$ cat src/hw/rtl/nconv_pkg.sv
// shared types, type codes and helper functions for the numeric type converter
package nconv_pkg;

    // type codes
    localparam logic [3:0] TY_I8  = 4'd0;
    localparam logic [3:0] TY_I16 = 4'd1;
    localparam logic [3:0] TY_I32 = 4'd2;
    localparam logic [3:0] TY_I64 = 4'd3;
    localparam logic [3:0] TY_U8  = 4'd4;
    localparam logic [3:0] TY_U16 = 4'd5;
    localparam logic [3:0] TY_U32 = 4'd6;
    localparam logic [3:0] TY_U64 = 4'd7;
    localparam logic [3:0] TY_F32 = 4'd8;
    localparam logic [3:0] TY_F64 = 4'd9;

    // configuration register indexes
    localparam logic REG_SOURCE_TYPE = 1'b0;
    localparam logic REG_DEST_TYPE   = 1'b1;

    // per item control that travels with the data
    typedef struct packed {
        logic        last;
        logic [3:0]  dt;
        logic        direct;
        logic        dflag;
        logic        sign;
        logic [63:0] dbits;
    } ctl_t;

    // after unpacking
    typedef struct packed {
        ctl_t               ctl;
        logic [63:0]        mag;
        logic signed [12:0] expo;
    } s1_t;

    // after leading zero count
    typedef struct packed {
        ctl_t               ctl;
        logic [63:0]        mag;
        logic signed [12:0] expo;
        logic [6:0]         lz;
    } s2_t;

    // after normalisation
    typedef struct packed {
        ctl_t               ctl;
        logic [63:0]        man;
        logic signed [12:0] en;
    } s3_t;

    // after alignment to the destination
    typedef struct packed {
        ctl_t        ctl;
        logic [63:0] kept;
        logic        guard;
        logic        sticky;
        logic        ovf;
        logic [10:0] ebase;
    } s4_t;

    function automatic logic is_int(input logic [3:0] t);
        return t < TY_F32;
    endfunction

    function automatic logic is_signed_int(input logic [3:0] t);
        return t < TY_U8;
    endfunction

    // mask of the bits a type occupies
    function automatic logic [63:0] type_mask(input logic [3:0] t);
        logic [63:0] m;
        m = 64'd0;
        case (t)
            TY_I8, TY_U8:   m = 64'h0000_0000_0000_00FF;
            TY_I16, TY_U16: m = 64'h0000_0000_0000_FFFF;
            TY_I32, TY_U32, TY_F32: m = 64'h0000_0000_FFFF_FFFF;
            TY_I64, TY_U64, TY_F64: m = 64'hFFFF_FFFF_FFFF_FFFF;
            default:        m = 64'd0;
        endcase
        return m;
    endfunction

    // top bit of an integer type
    function automatic logic [63:0] type_half(input logic [3:0] t);
        logic [63:0] h;
        h = 64'd0;
        case (t[1:0])
            2'd0:    h = 64'h0000_0000_0000_0080;
            2'd1:    h = 64'h0000_0000_0000_8000;
            2'd2:    h = 64'h0000_0000_8000_0000;
            default: h = 64'h8000_0000_0000_0000;
        endcase
        return h;
    endfunction

    // saturation value of an integer type on the side given by neg
    function automatic logic [63:0] int_sat(input logic [3:0] t, input logic neg);
        logic [63:0] r;
        if (is_signed_int(t))
            r = neg ? type_half(t) : (type_half(t) - 64'd1);
        else
            r = neg ? 64'd0 : type_mask(t);
        return r;
    endfunction

endpackage

$ cat src/hw/rtl/nconv_norm.sv
// second and third stages: leading zero count, then left shift to put the msb at bit 63
module nconv_norm import nconv_pkg::*; (
    input  logic clk,
    input  logic rst_n,
    input  logic s1_valid,
    input  s1_t  s1,
    output logic s3_valid,
    output s3_t  s3
);

    logic       s2_valid_reg;
    s2_t        s2_reg;
    s2_t        s2_next;
    logic       s3_valid_reg;
    s3_t        s3_reg;
    s3_t        s3_next;
    logic [6:0] lz;
    logic       found;

    // leading zero count
    always_comb
    begin
        lz    = 7'd64;
        found = 1'b0;
        for (int i = 63; i >= 0; i--)
        begin
            if (!found && s1.mag[i])
            begin
                found = 1'b1;
                lz    = 7'(63 - i);
            end
        end
        s2_next.ctl  = s1.ctl;
        s2_next.mag  = s1.mag;
        s2_next.expo = s1.expo;
        s2_next.lz   = lz;
    end

    // normalising shift and exponent of the msb
    always_comb
    begin
        s3_next.ctl = s2_reg.ctl;
        s3_next.man = s2_reg.mag << s2_reg.lz;
        s3_next.en  = s2_reg.expo + 13'sd63 - $signed({6'd0, s2_reg.lz});
    end

    // stage valids
    always_ff @(posedge clk or negedge rst_n)
    begin
        if (!rst_n)
        begin
            s2_valid_reg <= 1'b0;
            s3_valid_reg <= 1'b0;
        end
        else
        begin
            s2_valid_reg <= s1_valid;
            s3_valid_reg <= s2_valid_reg;
        end
    end

    // stage payloads
    always_ff @(posedge clk)
    begin
        s2_reg <= s2_next;
        s3_reg <= s3_next;
    end

    assign s3_valid = s3_valid_reg;
    assign s3       = s3_reg;

endmodule

$ cat config.mk
export PLATFORM = sky130hd
export DESIGN_NAME = nconv_norm
export DESIGN_NICKNAME = d
export VERILOG_FILES = /design/src/hw/rtl/nconv_pkg.sv /design/src/hw/rtl/nconv_norm.sv
export SDC_FILE = /design/constraint.sdc
export NUM_CORES = 1
export LEC_CHECK = 0
export ABC_AREA = 1
export BUFFER_PORTS_ARGS = -buffer_cell sky130_fd_sc_hd__buf_2
export CORE_UTILIZATION = 35
export CTS_CLUSTER_DIAMETER = 80
export DETAILED_ROUTE_END_ITERATION = 10
export PLACE_DENSITY_LB_ADDON = 0.25
export SYNTH_ARGS = -nofsm -noshare
export SYNTH_HDL_FRONTEND = slang
export SYNTH_SLANG_ARGS = --single-unit
$ cat constraint.sdc
create_clock -name clk -period 7.26 [get_ports clk]
set_clock_uncertainty 0.2 [all_clocks]
set_input_delay 1.089 -clock clk [delete_from_list [all_inputs] [get_ports clk]]
set_output_delay 1.089 -clock clk [all_outputs]
set_load 0.05 [all_outputs]
== Word-level counts from Yosys, hierarchy flattened ==
Index checks and enable logic that the tools add are counted.
Word-level totals
  latch bits: 0
  bits of input ports: 152
  memories kept: 0
  output and inout bits: 150
  flip-flop bits (word level): 307
  memory bits (writable): 0
  logic and storage cells: 286
  memory bits (read-only): 0
Cells by class
  shifts and indexed selects: 1
  mux-type cells: 126
  reduce and logical (&&, ||, !) cells: 132
  equality and inequality tests: 0
  $add $sub $neg: 2
  $mul: 0
  bitwise operators: 0
  div/mod/pow operators: 0
  magnitude comparators: 0
Operators with widths (count)
  6-bit two-way mux: 31
  5-bit two-way mux: 16
  1-bit two-way mux: 64
  64-bit by 7-bit << shifter with 64-bit output: 1
  1-bit logical AND: 63
  1-bit zero test: 63
  63-bit OR reduction: 1
  4-bit two-way mux: 8
  32-bit OR reduction: 1
  16-bit OR reduction: 1
  13-bit by 7-bit adder with 13-bit output (second input constant): 1
  13-bit by 8-bit subtractor with 13-bit output: 1
  3-bit two-way mux: 4
  8-bit OR reduction: 1
  7-bit two-way mux: 1
  2-bit two-way mux: 2
  4-bit OR reduction: 1
  2-bit OR reduction: 1

== Longest topological paths before layout ==
Gate-level depths: netlist of run 1.
  word-level depth: 190
  gate-level depth with buffers: 37
  depth with buffers taken out: 37

== Least setup slack after synthesis of run 1 ==
Ideal clock, no wire load.
  kind: input-to-reg
  start point: input s1[74] in the netlist's numbering
  end point: register s2_reg[4] in the netlist's numbering
  setup slack: 2.272 ns
  arrival: 4.731 ns
  required time: 7.002 ns
  path buffers: 0
  stages on the path: 35
  setup time: 0.058 ns
  path through: nor2_2 > nand2_2 > nor2_4 > nand4_4 > nor2_4 > nand4_4 > nor2_4 > nand4_2 > nor2_2 > nand4_2 > nor2_2 > nand4_1 > nor2_2 > nand4_2 > nor2_2 > nand4_2 > nor2_4 > nand4_4 > nor2_4 > nand4_4 > nor2_4 > nand4_4 > nor2_4 > nand4_4 > nor2_4 > nand4_4 > nor2_4 > nand4_4 > nor2_4 > nand4_4 > nor2_2 > nand4_1 > nand2_1 > inv_1 > nand2_1
On the way
  word-level cells in the longest chain between the ends: 185
  elaborated cells between the ends (all ways): 231
  classes of those cells: 107 x mux; 124 x reduce/logical
RTL lines
  start: declaration: line nconv_norm.sv:6  | input s1_t s1,
  1-bit logical AND (*): line nconv_norm.sv:27  | if (!found && s1.mag[i])
  1-bit two-way mux: line nconv_norm.sv:27
  1-bit zero test: line nconv_norm.sv:27
  1-bit logical AND: line nconv_norm.sv:27
  1-bit two-way mux: line nconv_norm.sv:27
  1-bit zero test: line nconv_norm.sv:27
  1-bit logical AND: line nconv_norm.sv:27
  1-bit two-way mux: line nconv_norm.sv:27
  (+169 left out)
  1-bit logical AND: line nconv_norm.sv:27
  1-bit two-way mux: line nconv_norm.sv:27
  1-bit zero test: line nconv_norm.sv:27
  1-bit logical AND: line nconv_norm.sv:27
  1-bit two-way mux: line nconv_norm.sv:27
  1-bit zero test: line nconv_norm.sv:27
  1-bit logical AND: line nconv_norm.sv:27
  16-bit OR reduction (no line)
  end signal: assignment: line nconv_norm.sv:65  | s2_reg <= s2_next;
  end: declaration: line nconv_norm.sv:12  | s2_t s2_reg;
Mark *: on every way between the ends. The rest lies on a longest branch, timed or not.
A chain may end at the register's enable or synchronous reset.

== Final worst setup path of run 1 ==
  start point: input s1[74] in the netlist's numbering
  end point: register s2_reg[5] in the netlist's numbering
On the way
  word-level cells in the longest chain between the ends: 185
  elaborated cells between the ends (all ways): 215
  classes of those cells: 91 x mux; 124 x reduce/logical
RTL lines (line)
  1-bit logical AND (*): nconv_norm.sv:27
  1-bit two-way mux: nconv_norm.sv:27
  1-bit zero test: nconv_norm.sv:27
  1-bit logical AND: nconv_norm.sv:27
  1-bit two-way mux: nconv_norm.sv:27
  1-bit zero test: nconv_norm.sv:27
  1-bit logical AND: nconv_norm.sv:27
  1-bit two-way mux: nconv_norm.sv:27
  (+169 left out)
  1-bit logical AND: nconv_norm.sv:27
  1-bit two-way mux: nconv_norm.sv:27
  1-bit zero test: nconv_norm.sv:27
  1-bit logical AND: nconv_norm.sv:27
  1-bit two-way mux: nconv_norm.sv:27
  1-bit zero test: nconv_norm.sv:27
  1-bit logical AND: nconv_norm.sv:27
  32-bit OR reduction (no line)
Marks and branches as above.

==> results.py, run 1 <==
metrics = {
    "clock_network": {
        "cts_tree": "built",
        "numCtsBuffers": 29,
        "cts_num_sinks": 307,
        "cts-htree-levels": 1,
        "clk_latency_ns": 0.54,
        "clk_pin_slew_ns": 0.06,
        "cts_resized": 0,
        "cts_setup_buffers": 0,
        "cts_root_buf": "clkbuf_16",
        "cts_buffer_depth": 3,
        "cts_hold_buf": 0,
    },
    "finish": {
        "fin_util": 0.442,
        "diodes": 0,
        "largest_register_ffs": 156,
        "layout.nets": 1822,
        "drive_gt1_frac": 0.237,
        "syn2layout_area_growth_pct": 24.4,
        "fin_area_um2": 14300,
        "final_cells": 2113,
    },
    "synthesis": {
        "ys_seq_area_frac": 0.534,
        "synth_compound_area_frac": 0.127,
        "synth_adder_area_share": 0.0213,
        "ys_ff_latch": 307,
        "syn_area_per_cell_um2": 8.36,
        "synth_top_family_by_area": "simple AND/OR/NAND/NOR gates",
        "yosysWarnings": 0,
        "synth.mux.area_fraction": 0.0295,
        "syn_inst": 1380,
        "synth_cell_types": 41,
        "synth-simple-area-share": 0.220,
        "synth_xor_area_frac": 0.00760,
        "synth_nets": 1551,
        "syn_area_um2": 11500,
    },
    "worst_setup_path": {
        "cp_slowest_cell": "nor2_2",
        "cp_data_required_time_ns": 7.55,
        "crit_arrival_ns": 5.33,
        "cp-end-kind": "flop",
        "path_max_fanout": 4,
        "cp_common_cell": "nor2_4",
        "r2r_setup_slack_ns": 3.39,
        "crit_path_start_kind": "input pin",
        "critPathKind": "in2reg",
        "rr_worst_depth": 19,
        "slowest_delay_ns": 0.16,
    },
    "routing": {
        "wl_per_cell_um": 15.4,
        "ant_nets": 0,
        "vias": 10100,
        "drt_iter0_markers": 712,
        "drc": 0,
        "firstDrtPassIters": 5,
        "via_per_inst": 4.76,
        "wirelength_um": 32600,
    },
    "die": {
        "core_area_um2": 32500,
        "die_h_um": 184,
        "num_rows": 66,
        "dieArea_um2": 33700,
        "initial_core_util": 0.355,
        "num_io_pins": 302,
        "die_w_um": 184,
    },
    "job": {
        "cap_violations": 0,
    },
    "sta": {
        "maxSlewViolCount": 0,
        "relSlewSlack": 0.324,
        "period_needed_ns": 5.04,
        "grt_setup_unrepaired": "false",
        "tightest_slew_ns": 1.01,
        "hold_violations": 0,
        "finalSetupViolCount": 0,
        "fmax_mhz": 198,
        "fin_crit_sh": 0.695,
        "finalSetupTns_ns": 0,
    },
    "placed_design": {
        "placed_area_um2": 13400,
        "post-dp-hpwl_um": 25800,
        "dp.cells": 2062,
        "globalplace.congestion": 0.913,
        "io_buffers": 301,
    },
    "outcome": {
        "status": "complete, no violations",
    },
    "global_routing": {
        "grt_pass1_vias": 9140,
        "antenna_found_initial": 0,
        "grt_pass1_wl_um": 49300,
        "grt_overflow_total": 0,
        "grt_max_degree": 79,
        "grt_use_total": 0.185,
    },
    "power": {
        "vdd_drop_max_uv": 180,
        "p_leak_uw": 0.00718,
        "power_density_nw_per_um2": 291,
        "total_power_uw": 4170,
    },
    "hold_path": {
        "hold_depth": 0,
        "hold_path_class": "reg2reg",
    },
}
## cells by family after synthesis
logic type / after synthesis
simple gates: 557
fa+ha+maj: 19
compound gates: 267
mux: 34
xor+xnor: 10
buf+inv: 186
flops: 307
## synthesized netlist by cell type (all sizes together)
master   instances  area, um2
nor4b            1       8.76
or2              1       6.26
o21bai           2       15.0
o41ai            8       70.1
a211oi           5       37.5
a2111oi          3       26.3
nor4             3       18.8
o2111ai          3       26.3
a221oi           1       8.76
clkinv           5       18.8
xor2             9       78.8
nand3           69        345
nor3             9       50.1
fa               1       20.0
buf             14       52.6
a21oi           35        175
a311oi           2       17.5
nand2          348       1310
mux2i           34        340
ha              18        225
dfrtp            2       50.1
inv            111        417
nor2            96        453
dfxtp          305       6110
xnor2            1       8.76
o31ai            3       22.5
a2bb2oi          1       8.76
o21ai          177        886
o211ai           2       15.0
a31oi            5       31.3
and2             1       6.26
o22ai           20        125
nand4           29        342
clkbuf          56        210
## area by class of cell
class	count	area [um2]
clock inverters	13	154
repair buffers	310	1570
well taps	442	553
flip-flops and latches	307	6160
multi-input cells	887	4680
clock buffers	38	790
inverters	116	435
fillers	3318	18100
## metrics by stage
stage / hold WS [ns] / setup slack, ns
after detailed placement: 0.112 / 1.65
after CTS: 0.0997 / 2.23
after global placement: 0.109 / 1.88
final: 0.120 / 2.22
after floorplan: 0.110 / 2.27
after global routing: 0.108 / 1.76
## layer usage
layer	share of wire	global-route usage	up-vias
met1	0.46	0.254	4571
met4	0.022	0.0547	0
met3	0.078	0.0378	48
met2	0.44	0.292	371
met5	0	0	-
li1	-	-	5076
## path summary, 6_finish.rpt
kind | startpoint | end
worst min-delay path | s2_reg[145]$_DFF_P_ | s3[138]$_DFF_P_
min in group asynchronous | rst_n | s3_valid$_DFF_PN0_
worst min register to register | s2_reg[145]$_DFF_P_ | s3[138]$_DFF_P_
worst max register to register | s2_reg[3]$_SDFF_PP1_ | s3[12]$_DFF_P_
worst max-delay path | s1[74] | s2_reg[5]$_SDFF_PP1_
max in group asynchronous | rst_n | s2_valid_reg$_DFF_PN0_
## critical path, delay by kind of cell
kind	cells	cell delay, ns
buffers and inverters	2	0.15
AND/OR/NAND/NOR	34	4.10
## where the power goes
group	internal (uW)	leakage (uW)	switching, uW
Sequential	1820	0.00259	39.3
Combinational	198	0.00413	635
Clock	869	0.000453	608
Total	2890	0.00718	1280
## cells in the final DEF (no fill, tap or decap), types with 4 or more instances in the layout
master | synthesis | routed
o22ai_1 | 20 | 20
a211oi_1 | 5 | 5
nor2_4 | 10 | 10
nand4_4 | 9 | 9
nor2_1 | 79 | 79
nand2_1 | 347 | 346
nand4_1 | 16 | 16
clkbuf_16 | 0 | 29
a31oi_1 | 5 | 5
nor3_1 | 8 | 8
inv_2 | 5 | 6
o41ai_1 | 8 | 8
nand4_2 | 4 | 4
clkinv_1 | 5 | 4
o21ai_0 | 177 | 177
buf_2 | 0 | 301
xor2_1 | 9 | 9
ha_1 | 18 | 18
mux2i_1 | 34 | 34
dfxtp_1 | 305 | 304
clkinv_2 | 0 | 5
nand3_1 | 69 | 69
clkbuf_1 | 56 | 6
clkinvlp_4 | 0 | 4
a21oi_1 | 35 | 35
buf_4 | 0 | 9
nor2_2 | 7 | 7
inv_1 | 106 | 106
(Power assumes the default switching activity.)
==> run 2, diff against run 1 <==
Clock period 7.26 ns to 4.7 ns, I/O delays scaled along.
==> results.py, run 2 (same netlist as run 1, synthesis figures left out) <==
metrics = {
    "outcome": {
        "status": "complete, no violations",
    },
    "power": {
        "total_power_uw": 6520,
        "power_density_nw_per_um2": 445,
        "p_leak_uw": 0.00735,
        "vdd_drop_max_uv": 293,
    },
    "placed_design": {
        "post-dp-hpwl_um": 25800,
        "placed_area_um2": 13500,
        "io_buffers": 301,
        "globalplace.congestion": 0.921,
    },
    "finish": {
        "syn2layout_area_growth_pct": 27.1,
        "drive_gt1_frac": 0.251,
        "fin_area_um2": 14700,
        "layout.nets": 1851,
        "diodes": 0,
        "fin_util": 0.452,
        "largest_register_ffs": 156,
        "layout_common_cells": "nand2_1, dfxtp_1, buf_2",
        "layout_commonest_cell": "nand2_1",
        "num-fill-cells": 3295,
    },
    "routing": {
        "route.met3.wl_um": 2620,
        "wirelength_um": 32800,
        "vias": 10200,
        "wl_met2_um": 14500,
        "drc": 0,
        "met1_length_um": 15100,
        "wl_per_cell_um": 15.3,
        "via_per_inst": 4.74,
        "top_layer": "met4",
        "firstDrtPassIters": 7,
        "drt_iter0_markers": 758,
        "ant_nets": 0,
    },
    "worst_setup_path": {
        "critPathKind": "in2reg",
        "cp_data_required_time_ns": 5.00,
        "slowest_delay_ns": 0.16,
        "cp_common_cell": "nor2_4",
        "crit_buf_inv": 4,
        "cp_top_family": "simple AND/OR/NAND/NOR gates",
        "cp-end-kind": "flop",
        "path_max_fanout": 4,
        "crit_path_start_kind": "input pin",
        "crit_arrival_ns": 4.70,
        "cp_slowest_cell": "nor2_4",
    },
    "sta": {
        "tightest_slew_ns": 1.01,
        "fmax_mhz": 227,
        "relSlewSlack": 0.324,
        "hold_violations": 0,
        "period_needed_ns": 4.40,
        "maxSlewViolCount": 0,
        "fin_crit_sh": 0.936,
        "finalSetupViolCount": 0,
        "grt_setup_unrepaired": "true",
    },
    "clock_network": {
        "clk_pin_slew_ns": 0.06,
        "numCtsBuffers": 30,
        "cts_root_buf": "clkbuf_16",
        "clk_latency_ns": 0.55,
        "cts_tree": "built",
        "cts-htree-levels": 1,
        "cts_buffer_depth": 3,
        "cts_num_sinks": 307,
    },
    "die": {
        "die_h_um": 184,
        "initial_core_util": 0.355,
        "core_area_um2": 32500,
        "dieArea_um2": 33700,
        "die_w_um": 184,
        "num_rows": 66,
        "num_io_pins": 302,
    },
    "global_routing": {
        "grt_max_degree": 79,
        "antenna_found_initial": 0,
        "grt_overflow_total": 0,
        "grt_pass1_wl_um": 49200,
        "grt_pass1_vias": 9128,
        "grt_use_total": 0.185,
    },
    "job": {
        "cap_violations": 0,
    },
    "hold_path": {
        "hold_path_class": "in2reg",
    },
}
## run 2: changes by cell type in the layout (fill, tap and decap cells not counted), moves of 2 or more
cell        change
buf_2           -3
buf_4          +27
buf_6           +3
clkinv_2        +3
clkinv_4        +2
clkinvlp_4      -3
nor2_1          -2
nor2_2          -3
nor2_4          +5
## run 2: worst paths after layout
path / startpoint / endpoint / slack (ns) / depth (start not counted)
setup reg to reg: s2_reg[2]$_SDFF_PP1_ / s3[12]$_DFF_P_ / 1.43 / 18
hold reg to reg: s2_reg[92]$_DFF_P_ / s3[85]$_DFF_P_ / 0.13 / 0
setup / recovery: s1[74] / s2_reg[4]$_SDFF_PP1_ / 0.30 / 37
hold / removal: s1[96] / s2_reg[103]$_DFF_P_ / 0.05 / 1
min in group asynchronous: rst_n / s2_valid_reg$_DFF_PN0_ / 0.27 / 2
max in group asynchronous: rst_n / s3_valid$_DFF_PN0_ / 3.94 / 2
## run 2: final cells by class
cell class	count	area, um2	share of cell area
multi-input cells	887	4720	0.322
repair buffers	338	1810	0.123
clock buffers	39	805	0.0549
clock inverters	16	180	0.0123
flip-flops and latches	307	6160	0.420
well taps	442	553	0.0377
inverters	116	435	0.0297
## run 2: routing by layer
layer	up-vias	global-route usage
met5	-	0
met4	0	0.0470
met3	45	0.0361
met2	375	0.296
met1	4599	0.254
li1	5156	-
## run 2: per-stage QoR
stage          setup TNS (ns)  setup slack (ns)  std cells  hold WS, ns
2_1_floorplan               0            0.0955       1380        0.110
3_3_place_gp           -0.847            -0.177       2081        0.110
3_5_place_dp            -2.03            -0.331       2081        0.112
4_1_cts                     0             0.235       2137       0.0191
5_1_grt                -0.108           -0.0452       2145       0.0202
6_report                    0             0.300       2145       0.0480
## run 2: power breakdown
| part | switching, uW | internal [uW] | leakage [uW] | total (uW) |
|---|---|---|---|---|
| Combinational | 985 | 315 | 0.00427 | 1300 |
| Clock | 974 | 1380 | 0.000486 | 2350 |
| Sequential | 58.1 | 2810 | 0.00259 | 2870 |
## run 2: what timing repair did
item,in CTS,in global routing
resized for setup,0,14
buffers inserted,0,8
hold buffers,1,0
endpoints found under the setup margin,0,7
hold endpoints to repair,2,0
